## src/design/fnpll_pkg.sv

```systemverilog
// ----------------------------------------------------------------------------
// fnpll_pkg
// shared types and constants of the fractional-n pll register planner
// ----------------------------------------------------------------------------
package fnpll_pkg;

  localparam int unsigned DIV_NUM_W = 48;
  localparam int unsigned DIV_DEN_W = 30;

  typedef logic [2:0] status_t;
  localparam status_t ST_OK        = 3'd0;
  localparam status_t ST_RANGE_ERR = 3'd1;
  localparam status_t ST_CFG_ERR   = 3'd2;
  localparam status_t ST_INT_ERR   = 3'd3;
  localparam status_t ST_PFD_ERR   = 3'd4;

  typedef enum logic [2:0] {
    CFG_REF_FREQ  = 3'd0,
    CFG_REF_TRIM  = 3'd1,
    CFG_REF_PATH  = 3'd2,
    CFG_REF_DIV   = 3'd3,
    CFG_PUMP      = 3'd4,
    CFG_OUT_POWER = 3'd5,
    CFG_OUT_FLAGS = 3'd6
  } cfg_index_t;

  localparam logic [32:0] FREQ_MIN_HZ      = 33'd34375000;
  localparam logic [32:0] FREQ_MAX_HZ      = 33'd4400000000;
  localparam logic [32:0] VCO_MIN_HZ       = 33'd2200000000;
  localparam logic [32:0] VCO_MAX_HZ       = 33'd4400000000;
  localparam logic [32:0] PRESC89_ABOVE_HZ = 33'd3600000000;
  localparam logic [29:0] PFD_MAX_FRAC_HZ  = 30'd32000000;
  localparam logic [29:0] PFD_MAX_INT_HZ   = 30'd90000000;
  localparam logic [29:0] PPB_SCALE        = 30'd1000000000;
  localparam logic [16:0] INT_MIN_89       = 17'd75;
  localparam logic [16:0] INT_MIN_45       = 17'd23;
  localparam logic [16:0] INT_MAX          = 17'd65535;
  localparam logic [11:0] MOD_MAX          = 12'd4095;
  localparam logic [11:0] MOD_INT_N        = 12'd2;
  localparam logic [2:0]  OUT_DIV_MAX      = 3'd6;
  localparam logic [31:0] WORD5_VALUE      = 32'h0058_0005;

  typedef enum logic [4:0] {
    S_IDLE, S_CHECK, S_TRIM_MUL, S_TRIM_DIV, S_TRIM_WAIT, S_PFD_DIV, S_PFD_WAIT,
    S_VCO, S_INT_DIV, S_INT_WAIT, S_GCD, S_GSHIFT, S_MOD_DIV, S_MOD_WAIT,
    S_FRAC_DIV, S_FRAC_WAIT, S_RND_MUL, S_RND_DIV, S_RND_WAIT, S_EVAL
  } plan_state_t;

  typedef struct packed {
    logic                 start;
    logic [DIV_NUM_W-1:0] dividend;
    logic [DIV_DEN_W-1:0] divisor;
  } div_req_t;

  typedef struct packed {
    logic                 done;
    logic [DIV_NUM_W-1:0] quot;
    logic [DIV_DEN_W-1:0] rem;
  } div_rsp_t;

endpackage

```

## src/design/fnpll_div.sv

```systemverilog
// ----------------------------------------------------------------------------
// fnpll_div
// bit-serial restoring divider, one quotient bit per cycle
// ----------------------------------------------------------------------------
module fnpll_div (
  input  logic                clk,
  input  logic                rst,
  input  fnpll_pkg::div_req_t req,
  output fnpll_pkg::div_rsp_t rsp
);

  localparam int unsigned NumW = fnpll_pkg::DIV_NUM_W;
  localparam int unsigned DenW = fnpll_pkg::DIV_DEN_W;
  localparam int unsigned CntW = $clog2(NumW);

  logic            busy;
  logic            done;
  logic [CntW-1:0] cnt;
  logic [NumW-1:0] num;
  logic [DenW-1:0] rem;
  logic [DenW-1:0] den;
  logic [DenW:0]   trial;
  logic            fits;

  assign trial = {rem, num[NumW-1]};
  assign fits  = trial >= {1'b0, den};

  always_ff @(posedge clk) begin
    if (rst) begin
      busy <= 1'b0;
      done <= 1'b0;
    end else begin
      done <= 1'b0;
      if (busy) begin
        if (cnt == '0) begin
          busy <= 1'b0;
          done <= 1'b1;
        end
      end else if (req.start) begin
        busy <= 1'b1;
      end
    end
  end

  always_ff @(posedge clk) begin
    if (!busy && req.start) begin
      num <= req.dividend;
      den <= req.divisor;
      rem <= '0;
      cnt <= CntW'(NumW - 1);
    end else if (busy) begin
      // shift in one dividend bit, try to subtract
      if (fits) begin
        rem <= DenW'(trial - {1'b0, den});
      end else begin
        rem <= trial[DenW-1:0];
      end
      num <= {num[NumW-2:0], fits};
      cnt <= cnt - 1'b1;
    end
  end

  assign rsp.done = done;
  assign rsp.quot = num;
  assign rsp.rem  = rem;

endmodule

```

## src/design/frac_n_pll_register_planner.sv

```systemverilog
// ----------------------------------------------------------------------------
// frac_n_pll_register_planner
// plans int, frac, mod and the six synthesizer register words for a wanted
// output frequency
// ----------------------------------------------------------------------------
//
// channel   direction  beat contents
// s_*       in         tdata[32:0] target_freq
// m_*       out        tdata: status, word0..word5, vco_freq, pfd_freq
// cfg_*     in         cfg_index selects register, cfg_data holds the value
//
// one item at a time; each division runs on the bit-serial divider (a start step,
// 48 quotient bits, then a done pulse)
// a fractional plan runs five divisions plus the binary gcd loop (one step a
// cycle) and its shifts back
// an integer-n plan stops after three divisions; a target out of range or a
// zero r counter goes from the check straight to the result
// the next item is taken once the result sits in the output register; a result
// still waiting there holds the sequencer in its last step
// rst is synchronous; configuration writes are always taken
//
module frac_n_pll_register_planner (
  input  logic         clk,
  input  logic         rst,
  input  logic         s_tvalid,
  output logic         s_tready,
  input  logic [39:0]  s_tdata,   // [32:0] target_freq
  output logic         m_tvalid,
  input  logic         m_tready,
  // [2:0] status, [34:3] word0, [66:35] word1, [98:67] word2, [130:99] word3,
  // [162:131] word4, [194:163] word5, [227:195] vco_freq, [256:228] pfd_freq
  output logic [263:0] m_tdata,
  input  logic         cfg_valid,
  output logic         cfg_ready,
  input  logic [2:0]   cfg_index,
  input  logic [27:0]  cfg_data
);

  localparam int unsigned NumW = fnpll_pkg::DIV_NUM_W;
  localparam int unsigned DenW = fnpll_pkg::DIV_DEN_W;

  // configuration registers
  logic [27:0]        ref_freq;
  logic signed [20:0] ref_trim_ppb;
  logic [1:0]         ref_path_flags;
  logic [9:0]         ref_divider;
  logic [3:0]         pump_current_code;
  logic [1:0]         out_power_code;
  logic [1:0]         out_flags;

  assign cfg_ready = 1'b1;

  always_ff @(posedge clk) begin
    if (rst) begin
      ref_freq          <= 28'd25000000;
      ref_trim_ppb      <= '0;
      ref_path_flags    <= '0;
      ref_divider       <= 10'd1;
      pump_current_code <= 4'd7;
      out_power_code    <= 2'd3;
      out_flags         <= 2'd1;
    end else if (cfg_valid && cfg_ready) begin
      unique case (cfg_index)
        fnpll_pkg::CFG_REF_FREQ:  ref_freq          <= cfg_data;
        fnpll_pkg::CFG_REF_TRIM:  ref_trim_ppb      <= $signed(cfg_data[20:0]);
        fnpll_pkg::CFG_REF_PATH:  ref_path_flags    <= cfg_data[1:0];
        fnpll_pkg::CFG_REF_DIV:   ref_divider       <= cfg_data[9:0];
        fnpll_pkg::CFG_PUMP:      pump_current_code <= cfg_data[3:0];
        fnpll_pkg::CFG_OUT_POWER: out_power_code    <= cfg_data[1:0];
        fnpll_pkg::CFG_OUT_FLAGS: out_flags         <= cfg_data[1:0];
        default: ;
      endcase
    end
  end

  // sequencer state and working registers
  fnpll_pkg::plan_state_t state, state_next;
  fnpll_pkg::div_req_t    div_req;
  fnpll_pkg::div_rsp_t    div_rsp;

  logic [32:0]          f_reg;
  fnpll_pkg::status_t   err;
  logic [NumW-1:0]      prod;
  logic                 trim_neg;
  logic [28:0]          cref;
  logic [29:0]          pfd;
  logic [32:0]          vco;
  logic [2:0]           dsel;
  logic [16:0]          ival;
  logic [29:0]          rem_r;
  logic [29:0]          ga;
  logic [29:0]          gb;
  logic [4:0]           gk;
  logic [11:0]          mod_r;
  logic [11:0]          frac_r;

  logic                 out_valid;
  logic [263:0]         out_data;
  logic                 out_free;

  logic                 dbl;
  logic                 half;
  logic [20:0]          trim_mag;
  logic signed [30:0]   cref_sum;
  logic [18:0]          trim_q;

  assign dbl      = ref_path_flags[1];
  assign half     = ref_path_flags[0];
  assign trim_mag = ref_trim_ppb[20] ? 21'(-ref_trim_ppb) : ref_trim_ppb;
  assign trim_q   = div_rsp.quot[18:0];
  assign cref_sum = trim_neg ? $signed({3'b0, ref_freq}) - $signed({12'b0, trim_q})
                             : $signed({3'b0, ref_freq}) + $signed({12'b0, trim_q});
  assign out_free = !out_valid || m_tready;

  fnpll_div u_div (
    .clk (clk),
    .rst (rst),
    .req (div_req),
    .rsp (div_rsp)
  );

  // next state
  always_comb begin
    state_next = state;
    unique case (state)
      fnpll_pkg::S_IDLE: if (s_tvalid) state_next = fnpll_pkg::S_CHECK;
      fnpll_pkg::S_CHECK: begin
        if (f_reg < fnpll_pkg::FREQ_MIN_HZ || f_reg > fnpll_pkg::FREQ_MAX_HZ ||
            ref_divider == '0) begin
          state_next = fnpll_pkg::S_EVAL;
        end else begin
          state_next = fnpll_pkg::S_TRIM_MUL;
        end
      end
      fnpll_pkg::S_TRIM_MUL: state_next = fnpll_pkg::S_TRIM_DIV;
      fnpll_pkg::S_TRIM_DIV: state_next = fnpll_pkg::S_TRIM_WAIT;
      fnpll_pkg::S_TRIM_WAIT: if (div_rsp.done) state_next = fnpll_pkg::S_PFD_DIV;
      fnpll_pkg::S_PFD_DIV: state_next = fnpll_pkg::S_PFD_WAIT;
      fnpll_pkg::S_PFD_WAIT: begin
        if (div_rsp.done) begin
          state_next = (div_rsp.quot == '0) ? fnpll_pkg::S_EVAL : fnpll_pkg::S_VCO;
        end
      end
      fnpll_pkg::S_VCO: begin
        if (!(vco < fnpll_pkg::VCO_MIN_HZ && dsel < fnpll_pkg::OUT_DIV_MAX)) begin
          if (vco < fnpll_pkg::VCO_MIN_HZ || vco > fnpll_pkg::VCO_MAX_HZ) begin
            state_next = fnpll_pkg::S_EVAL;
          end else begin
            state_next = fnpll_pkg::S_INT_DIV;
          end
        end
      end
      fnpll_pkg::S_INT_DIV: state_next = fnpll_pkg::S_INT_WAIT;
      fnpll_pkg::S_INT_WAIT: begin
        if (div_rsp.done) begin
          if (div_rsp.quot[NumW-1:16] != '0 || div_rsp.rem == '0) begin
            state_next = fnpll_pkg::S_EVAL;
          end else begin
            state_next = fnpll_pkg::S_GCD;
          end
        end
      end
      fnpll_pkg::S_GCD: if (ga == gb) state_next = fnpll_pkg::S_GSHIFT;
      fnpll_pkg::S_GSHIFT: if (gk == '0) state_next = fnpll_pkg::S_MOD_DIV;
      fnpll_pkg::S_MOD_DIV: state_next = fnpll_pkg::S_MOD_WAIT;
      fnpll_pkg::S_MOD_WAIT: begin
        if (div_rsp.done) begin
          if (div_rsp.quot[NumW-1:12] == '0 && div_rsp.quot[11:0] >= 12'd2) begin
            state_next = fnpll_pkg::S_FRAC_DIV;
          end else begin
            state_next = fnpll_pkg::S_RND_MUL;
          end
        end
      end
      fnpll_pkg::S_FRAC_DIV: state_next = fnpll_pkg::S_FRAC_WAIT;
      fnpll_pkg::S_FRAC_WAIT: if (div_rsp.done) state_next = fnpll_pkg::S_EVAL;
      fnpll_pkg::S_RND_MUL: state_next = fnpll_pkg::S_RND_DIV;
      fnpll_pkg::S_RND_DIV: state_next = fnpll_pkg::S_RND_WAIT;
      fnpll_pkg::S_RND_WAIT: if (div_rsp.done) state_next = fnpll_pkg::S_EVAL;
      fnpll_pkg::S_EVAL: if (out_free) state_next = fnpll_pkg::S_IDLE;
      default: state_next = fnpll_pkg::S_IDLE;
    endcase
  end

  // divider requests and input handshake
  always_comb begin
    s_tready         = (state == fnpll_pkg::S_IDLE);
    div_req.start    = 1'b0;
    div_req.dividend = prod;
    div_req.divisor  = fnpll_pkg::PPB_SCALE;
    unique case (state)
      fnpll_pkg::S_TRIM_DIV: begin
        div_req.start = 1'b1;
      end
      fnpll_pkg::S_PFD_DIV: begin
        div_req.start    = 1'b1;
        div_req.dividend = NumW'(dbl ? {cref, 1'b0} : {1'b0, cref});
        div_req.divisor  = DenW'(half ? {ref_divider, 1'b0} : {1'b0, ref_divider});
      end
      fnpll_pkg::S_INT_DIV: begin
        div_req.start    = 1'b1;
        div_req.dividend = NumW'(vco);
        div_req.divisor  = pfd;
      end
      fnpll_pkg::S_MOD_DIV: begin
        div_req.start    = 1'b1;
        div_req.dividend = NumW'(pfd);
        div_req.divisor  = ga;
      end
      fnpll_pkg::S_FRAC_DIV: begin
        div_req.start    = 1'b1;
        div_req.dividend = NumW'(rem_r);
        div_req.divisor  = ga;
      end
      fnpll_pkg::S_RND_DIV: begin
        div_req.start    = 1'b1;
        div_req.divisor  = pfd;
      end
      default: ;
    endcase
  end

  always_ff @(posedge clk) begin
    if (rst) begin
      state <= fnpll_pkg::S_IDLE;
    end else begin
      state <= state_next;
    end
  end

  // datapath
  always_ff @(posedge clk) begin
    unique case (state)
      fnpll_pkg::S_IDLE: begin
        f_reg  <= s_tdata[32:0];
        err    <= fnpll_pkg::ST_OK;
        mod_r  <= fnpll_pkg::MOD_INT_N;
        frac_r <= '0;
      end
      fnpll_pkg::S_CHECK: begin
        if (f_reg < fnpll_pkg::FREQ_MIN_HZ || f_reg > fnpll_pkg::FREQ_MAX_HZ) begin
          err <= fnpll_pkg::ST_RANGE_ERR;
        end else if (ref_divider == '0) begin
          err <= fnpll_pkg::ST_CFG_ERR;
        end
      end
      fnpll_pkg::S_TRIM_MUL: begin
        // magnitude product, sign applied after the divide (truncation toward zero)
        prod     <= NumW'({20'd0, ref_freq} * trim_mag);
        trim_neg <= ref_trim_ppb[20];
      end
      fnpll_pkg::S_TRIM_WAIT: begin
        if (div_rsp.done) begin
          cref <= cref_sum[30] ? '0 : cref_sum[28:0];
        end
      end
      fnpll_pkg::S_PFD_WAIT: begin
        if (div_rsp.done) begin
          pfd  <= div_rsp.quot[29:0];
          vco  <= f_reg;
          dsel <= '0;
          if (div_rsp.quot == '0) err <= fnpll_pkg::ST_CFG_ERR;
        end
      end
      fnpll_pkg::S_VCO: begin
        if (vco < fnpll_pkg::VCO_MIN_HZ && dsel < fnpll_pkg::OUT_DIV_MAX) begin
          vco  <= {vco[31:0], 1'b0};
          dsel <= dsel + 1'b1;
        end else if (vco < fnpll_pkg::VCO_MIN_HZ || vco > fnpll_pkg::VCO_MAX_HZ) begin
          err <= fnpll_pkg::ST_RANGE_ERR;
        end
      end
      fnpll_pkg::S_INT_WAIT: begin
        if (div_rsp.done) begin
          ival  <= {1'b0, div_rsp.quot[15:0]};
          rem_r <= div_rsp.rem;
          ga    <= pfd;
          gb    <= div_rsp.rem;
          gk    <= '0;
          if (div_rsp.quot[NumW-1:16] != '0) err <= fnpll_pkg::ST_INT_ERR;
        end
      end
      fnpll_pkg::S_GCD: begin
        // binary gcd, one step a cycle
        if (ga != gb) begin
          if (!ga[0] && !gb[0]) begin
            ga <= ga >> 1;
            gb <= gb >> 1;
            gk <= gk + 1'b1;
          end else if (!ga[0]) begin
            ga <= ga >> 1;
          end else if (!gb[0]) begin
            gb <= gb >> 1;
          end else if (ga > gb) begin
            ga <= ga - gb;
          end else begin
            gb <= gb - ga;
          end
        end
      end
      fnpll_pkg::S_GSHIFT: begin
        if (gk != '0) begin
          ga <= {ga[28:0], 1'b0};
          gk <= gk - 1'b1;
        end
      end
      fnpll_pkg::S_MOD_WAIT: begin
        if (div_rsp.done) begin
          if (div_rsp.quot[NumW-1:12] == '0 && div_rsp.quot[11:0] >= 12'd2) begin
            mod_r <= div_rsp.quot[11:0];
          end else begin
            mod_r <= fnpll_pkg::MOD_MAX;
          end
        end
      end
      fnpll_pkg::S_FRAC_WAIT: begin
        if (div_rsp.done) frac_r <= div_rsp.quot[11:0];
      end
      fnpll_pkg::S_RND_MUL: begin
        prod <= NumW'({12'd0, rem_r} * fnpll_pkg::MOD_MAX) + NumW'(pfd[29:1]);
      end
      fnpll_pkg::S_RND_WAIT: begin
        if (div_rsp.done) begin
          // rounding up to a full mod carries into int
          if (div_rsp.quot[11:0] == fnpll_pkg::MOD_MAX) begin
            frac_r <= '0;
            ival   <= ival + 1'b1;
          end else begin
            frac_r <= div_rsp.quot[11:0];
          end
        end
      end
      default: ;
    endcase
  end

  // final checks and word packing
  logic               presc;
  logic               intn;
  logic [16:0]        imin;
  fnpll_pkg::status_t st_fin;
  logic [31:0]        w0, w1, w2, w3, w4;

  always_comb begin
    presc  = vco > fnpll_pkg::PRESC89_ABOVE_HZ;
    imin   = presc ? fnpll_pkg::INT_MIN_89 : fnpll_pkg::INT_MIN_45;
    intn   = (frac_r == '0);
    st_fin = err;
    if (err == fnpll_pkg::ST_OK) begin
      if (ival < imin || ival > fnpll_pkg::INT_MAX) begin
        st_fin = fnpll_pkg::ST_INT_ERR;
      end else if ((!intn && pfd > fnpll_pkg::PFD_MAX_FRAC_HZ) ||
                   (intn && pfd > fnpll_pkg::PFD_MAX_INT_HZ)) begin
        st_fin = fnpll_pkg::ST_PFD_ERR;
      end
    end
    w0 = {1'b0, ival[15:0], frac_r, 3'd0};
    w1 = {4'd0, presc, 11'd0, 1'b1, mod_r, 3'd1};
    w2 = {3'd0, 3'd6, dbl, half, ref_divider, 1'b0, pump_current_code,
          intn, intn, 1'b1, 6'd2};
    w3 = {8'd0, 1'b1, intn, intn, 17'd0, 1'b1, 3'd3};
    w4 = {8'd0, 1'b1, dsel, 8'd50, 1'b0, out_flags[1], 4'd0, out_flags[0],
          out_power_code, 3'd4};
  end

  // output register, frees the sequencer while a result waits
  always_ff @(posedge clk) begin
    if (rst) begin
      out_valid <= 1'b0;
    end else if (state == fnpll_pkg::S_EVAL && out_free) begin
      out_valid <= 1'b1;
    end else if (m_tready) begin
      out_valid <= 1'b0;
    end
  end

  always_ff @(posedge clk) begin
    if (state == fnpll_pkg::S_EVAL && out_free) begin
      if (st_fin == fnpll_pkg::ST_OK) begin
        out_data <= {7'd0, pfd[28:0], vco, fnpll_pkg::WORD5_VALUE, w4, w3, w2, w1, w0,
                     st_fin};
      end else begin
        out_data <= {261'd0, st_fin};
      end
    end
  end

  assign m_tvalid = out_valid;
  assign m_tdata  = out_data;

  // error results carry all-zero words
  a_err_zero: assert property (@(posedge clk) disable iff (rst)
    m_tvalid && m_tdata[2:0] != fnpll_pkg::ST_OK |-> m_tdata[263:3] == '0)
    else $error("error result with nonzero payload");

  // a good plan always has a nonzero pfd and a vco at or above the band's lower edge
  a_ok_band: assert property (@(posedge clk) disable iff (rst)
    m_tvalid && m_tdata[2:0] == fnpll_pkg::ST_OK |->
      m_tdata[256:228] != '0 && m_tdata[227:195] >= fnpll_pkg::VCO_MIN_HZ)
    else $error("ok result outside vco band or with zero pfd");

  // one item at a time
  a_one_item: assert property (@(posedge clk) disable iff (rst)
    s_tvalid && s_tready |=> !s_tready)
    else $error("input taken while an item is in work");

endmodule

```

## config.mk

```make
export PLATFORM = sky130hd
export DESIGN_NAME = frac_n_pll_register_planner
export DESIGN_NICKNAME = d
export VERILOG_FILES = /design/src/design/fnpll_pkg.sv /design/src/design/fnpll_div.sv /design/src/design/frac_n_pll_register_planner.sv
export SDC_FILE = /design/constraint.sdc
export NUM_CORES = 2
export LEC_CHECK = 0
export BUFFER_PORTS_ARGS = -buffer_cell sky130_fd_sc_hd__buf_2
export CORE_UTILIZATION = 40
export CTS_BUF_LIST = sky130_fd_sc_hd__clkbuf_4
export DETAILED_ROUTE_END_ITERATION = 7
export PLACE_DENSITY = 0.55
export SYNTH_ARGS = -nofsm -noshare
export SYNTH_HDL_FRONTEND = slang
export SYNTH_SLANG_ARGS = --single-unit
export TNS_END_PERCENT = 1
```

## constraint.sdc

```tcl
create_clock -name clk -period 9.3 [get_ports clk]
set_clock_uncertainty 0.2 [all_clocks]
set_input_delay 1.395 -clock clk [delete_from_list [all_inputs] [get_ports clk]]
set_output_delay 1.395 -clock clk [all_outputs]
set_load 0.01 [all_outputs]
```

==> parameters.txt <==
Parameter                              Value

Detailed routing
  Number of routed nets with antenna violations ... 0
  Via count of the routed design ... 48200
  Mean number of vias per cell ... 5.51
  Final routed wire length divided by cell count ... 22.4 um
  Number of DRC markers in iteration 0 ... 4149
  Drt drc ... 0
  Initial DRT Pass Iterations ... 7
  DRT Wirelength ... 196000 um

Clock tree
  CTS clk-pin slew, worst paths ... 70 ps
  CTS tree ... yes
  Number of buffers added by the clock tree synthesis step ... 171
  Sinks on the clock net ... 637
  Clock latency reported for the late side of the worst-skew pair ... 1200 ps
  Max Buffers Root-to-Sink ... 3
  Htree depth ... 4
  Cts-stage hold buffer count ... 0
  Clk root buf ... sky130_fd_sc_hd__clkbuf_4

Place
  Setup Slack @ Placement ... 54.1 ps
  Half-perimeter wire length after detailed placement ... 152000 um
  Final weighted congestion of routability-driven global placement ... 0.921
  PortBufs ... 223

Critical path
  Worst stage delay on the critical path ... 570 ps
  Worst Setup Path Type ... flip-flop to flip-flop
  Reg2Reg Setup Slack ... 250 ps
  Cell with the biggest individual delay on the critical path ... sky130_fd_sc_hd__fa_1
  Reg-to-Reg Start ... ref_trim_ppb[1]$_SDFFE_PP0P_
  Critical Path Most Common Cell ... sky130_fd_sc_hd__fa_1
  Critical path peak fanout ... 6
  CP Data Required Time ... 9940 ps
  Depth of the worst register-to-register path ... 33
  RR Endpoint ... prod[39]$_DFFE_PP_
  Worst endpoint data arrival time ... 9690 ps
  Critical Path Source Type ... flip-flop
  Worst setup startpoint ... ref_trim_ppb[1]$_SDFFE_PP0P_
  Critical Path Sink Type ... flip-flop

STA
  # setup viols final ... 0
  Total count of max-transition violations in the final report ... 0
  Setup repair after global routing missed its margin ... yes
  Worst max-slew margin expressed relative to the limit ... 15.1%
  Final setup margin ... 250 ps
  Achievable Freq ... 0.110 GHz
  Share of the cycle needed by the critical path after routing ... 97.3%
  Setup Total Neg Slack ... 0 ps
  Final hold violations ... 0
  Min Tclk post-route ... 9050 ps
  Transition time at the pin with the least slew margin ... 1270 ps

Hold path
  Number of instances on the worst hold path ... 1
  End point of the worst hold path ... f_reg[7]$_DFFE_PP_
  Launch point of the worst hold path ... s_tdata[7]
  Worst min path class ... primary input to flip-flop

GRT
  Wire length of the first global-routing pass ... 301000 um
  Largest net degree at the start of global routing ... 127
  Number of antenna violations at the first check in global routing ... 6
  Tot GR Track Use ... 25.3%
  Final global-route overflow total ... 0
  Number of global-route vias before repair ... 48800

Yosys
  Synthesized netlist cell count ... 6333
  Synthesis-stage register bit count ... 637
  Warnings, synthesis ... 0
  Share of synthesized registers carrying an async set or reset ... 0%
  Most instantiated flip-flop cell in the synthesis netlist ... sky130_fd_sc_hd__edfxtp_1
  Library cell occupying the most area in the post-synthesis netlist ... sky130_fd_sc_hd__edfxtp_1
  Synthesized area ... 61700 sq um
  Count of flip-flops with a built-in enable after synthesis ... 524
  Mean instance size in the synthesized netlist ... 9.75 sq um
  Area share of the largest cell type after synthesis ... 25.5%
  Share of the yosys chip area belonging to registers ... 29.1%
  Main area contributors after synthesis ... sky130_fd_sc_hd__edfxtp_1 25%, sky130_fd_sc_hd__fa_1 23%, sky130_fd_sc_hd__ha_1 7.7%, sky130_fd_sc_hd__nand2_1 4.9%, sky130_fd_sc_hd__inv_1 4.9%
  Count of unique library cells instantiated by Yosys ... 83

Pwr
  Power per Cell Area ... 151 nW/um^2
  Leakage ... 0.0299 uW
  Worst IR Drop VDD ... 119 uV

Floorplan
  Height of the chip ... 395 um
  I/O Pins ... 343
  Core footprint ... 153000 sq um
  Total die area ... 156000 sq um
  Starting utilization of the core area ... 40.5%
  Number of placement rows ... 143
  Die Wd ... 395 um

Layout
  Area growth syn-to-layout ... 9.88%
  Max FFs per register ... 131
  Share of cells above drive strength 1 ... 12.3%
  NumNets Final ... 7756

Outcome
  Result of the run ... complete, no violations

Run
  Max-cap viol count ... 0
[final cells by class]
class                   instances  area (sq um)
repair buffers                420          2660
inverters                     801          3010
clock buffers                 246          1850
flip-flops and latches        637         18000
well taps                    2030          2540
diodes                          5          12.5
clock inverters                60           388
multi-input cells            4550         39400
fillers                     14800         84800
[stage by stage]
step,power [uW],util (%),hold WS (ps),instances,cell area (sq um)
after floorplan,6450,-,197,6445,62200
after global placement,7570,42.8,239,8435,65400
after detailed placement,7590,42.8,243,8435,65400
after CTS,10200,44.3,51.4,8741,67600
after global routing,10800,44.4,78.9,8749,67800
final,10200,44.4,181,8749,67800
[placed cells by master, fill, tap and decap left out, types with 31 or more instances in the layout]
master                     Yosys  routed
sky130_fd_sc_hd__nand2_1     806     802
sky130_fd_sc_hd__inv_1       799     798
sky130_fd_sc_hd__fa_1        721     721
sky130_fd_sc_hd__edfxtp_1    524     524
sky130_fd_sc_hd__ha_1        378     375
sky130_fd_sc_hd__a21oi_1     317     311
sky130_fd_sc_hd__nor2_1      300     294
sky130_fd_sc_hd__o21ai_0     252     249
sky130_fd_sc_hd__clkbuf_4      0     246
sky130_fd_sc_hd__buf_2         7     223
sky130_fd_sc_hd__buf_4       136     191
sky130_fd_sc_hd__and2_1      192     189
sky130_fd_sc_hd__and3_1      158     158
sky130_fd_sc_hd__xnor2_1     138     121
sky130_fd_sc_hd__conb_1        2     114
sky130_fd_sc_hd__dfxtp_1     113     112
sky130_fd_sc_hd__nand3_1      94      92
sky130_fd_sc_hd__a21o_1       90      90
sky130_fd_sc_hd__nor3_1       85      78
sky130_fd_sc_hd__xor2_1       71      70
sky130_fd_sc_hd__mux2i_1      51      51
sky130_fd_sc_hd__nor4_1       47      46
sky130_fd_sc_hd__o21bai_1     45      45
sky130_fd_sc_hd__nand4_1      43      43
sky130_fd_sc_hd__nor2b_1      42      41
sky130_fd_sc_hd__clkinv_1      0      38
sky130_fd_sc_hd__mux2_2       37      37
sky130_fd_sc_hd__a31oi_1      40      35
sky130_fd_sc_hd__o21a_1       35      34
sky130_fd_sc_hd__a211oi_1     31      31
[synthesized netlist by cell type, drive strengths merged, types with 35 or more instances]
cell and number:
xor2 71, mux2 37, and3 158, clkbuf 304, ha 378, a21o 90, nor4 47, nand2 807
o21bai 45, nor2b 42, inv 801, dfxtp 113, buf 154, nand4 43, xnor2 139, nor3 85
nand3 94, mux2i 51, and2 193, nor2 301, edfxtp 524, a21oi 317, o21a 35, a31oi 40
o21ai 259, fa 721
[worst max path at each step]
stage          cells after the start  slack, ps                     end
3_5_place_dp                      30         50      prod[30]$_DFFE_PP_
5_1_grt                           31       -110  prod[47]$_SDFFCE_PP0P_
6_report                          33        250      prod[39]$_DFFE_PP_
3_3_place_gp                      30         50      prod[30]$_DFFE_PP_
4_1_cts                           30         40      prod[30]$_DFFE_PP_
2_1_floorplan                     33        390  prod[44]$_SDFFCE_PP0P_
[cell families after synthesis]
logic type / count (synthesis) / share of synthesized area [%]
other: 2 / 0.0122
DFF: 637 / 29.1
muxes: 88 / 1.50
adders and majority gates: 1099 / 31.0
AOI/OAI and AO/OA: 1147 / 12.2
xor gates and xnor gates: 210 / 2.99
and+or+nand+nor: 1891 / 14.6
buffers and inverters: 1259 / 8.50
[power by group]
group          switching (uW)  internal, uW  total (uW)
combinational            2060          1160        3220
clock                    1310          1310        2620
sequential                529          3850        4380
[critical path, delay by kind of cell (launching register included)]
kind / cells / cell delay (ps)
buffers and inverters: 9 / 1030
multiplexers: 1 / 210
XOR/XNOR: 1 / 150
AND/OR/NAND/NOR: 8 / 1800
AO/OA/AOI/OAI: 5 / 950
adder cells (fa/ha/maj): 9 / 4120
flip-flops: 1 / 310
[metal layers]
metal	track usage (%)	wire (um)
met1	34.4	84100
met2	40.5	91200
met3	4.12	13200
met4	9.84	7750
met5	0	0
[repair_timing]
action	in CTS	in global routing
setup endpoints to repair	0	19
setup buffers	0	2
resized for setup	0	34
(Power assumes the default switching activity.)
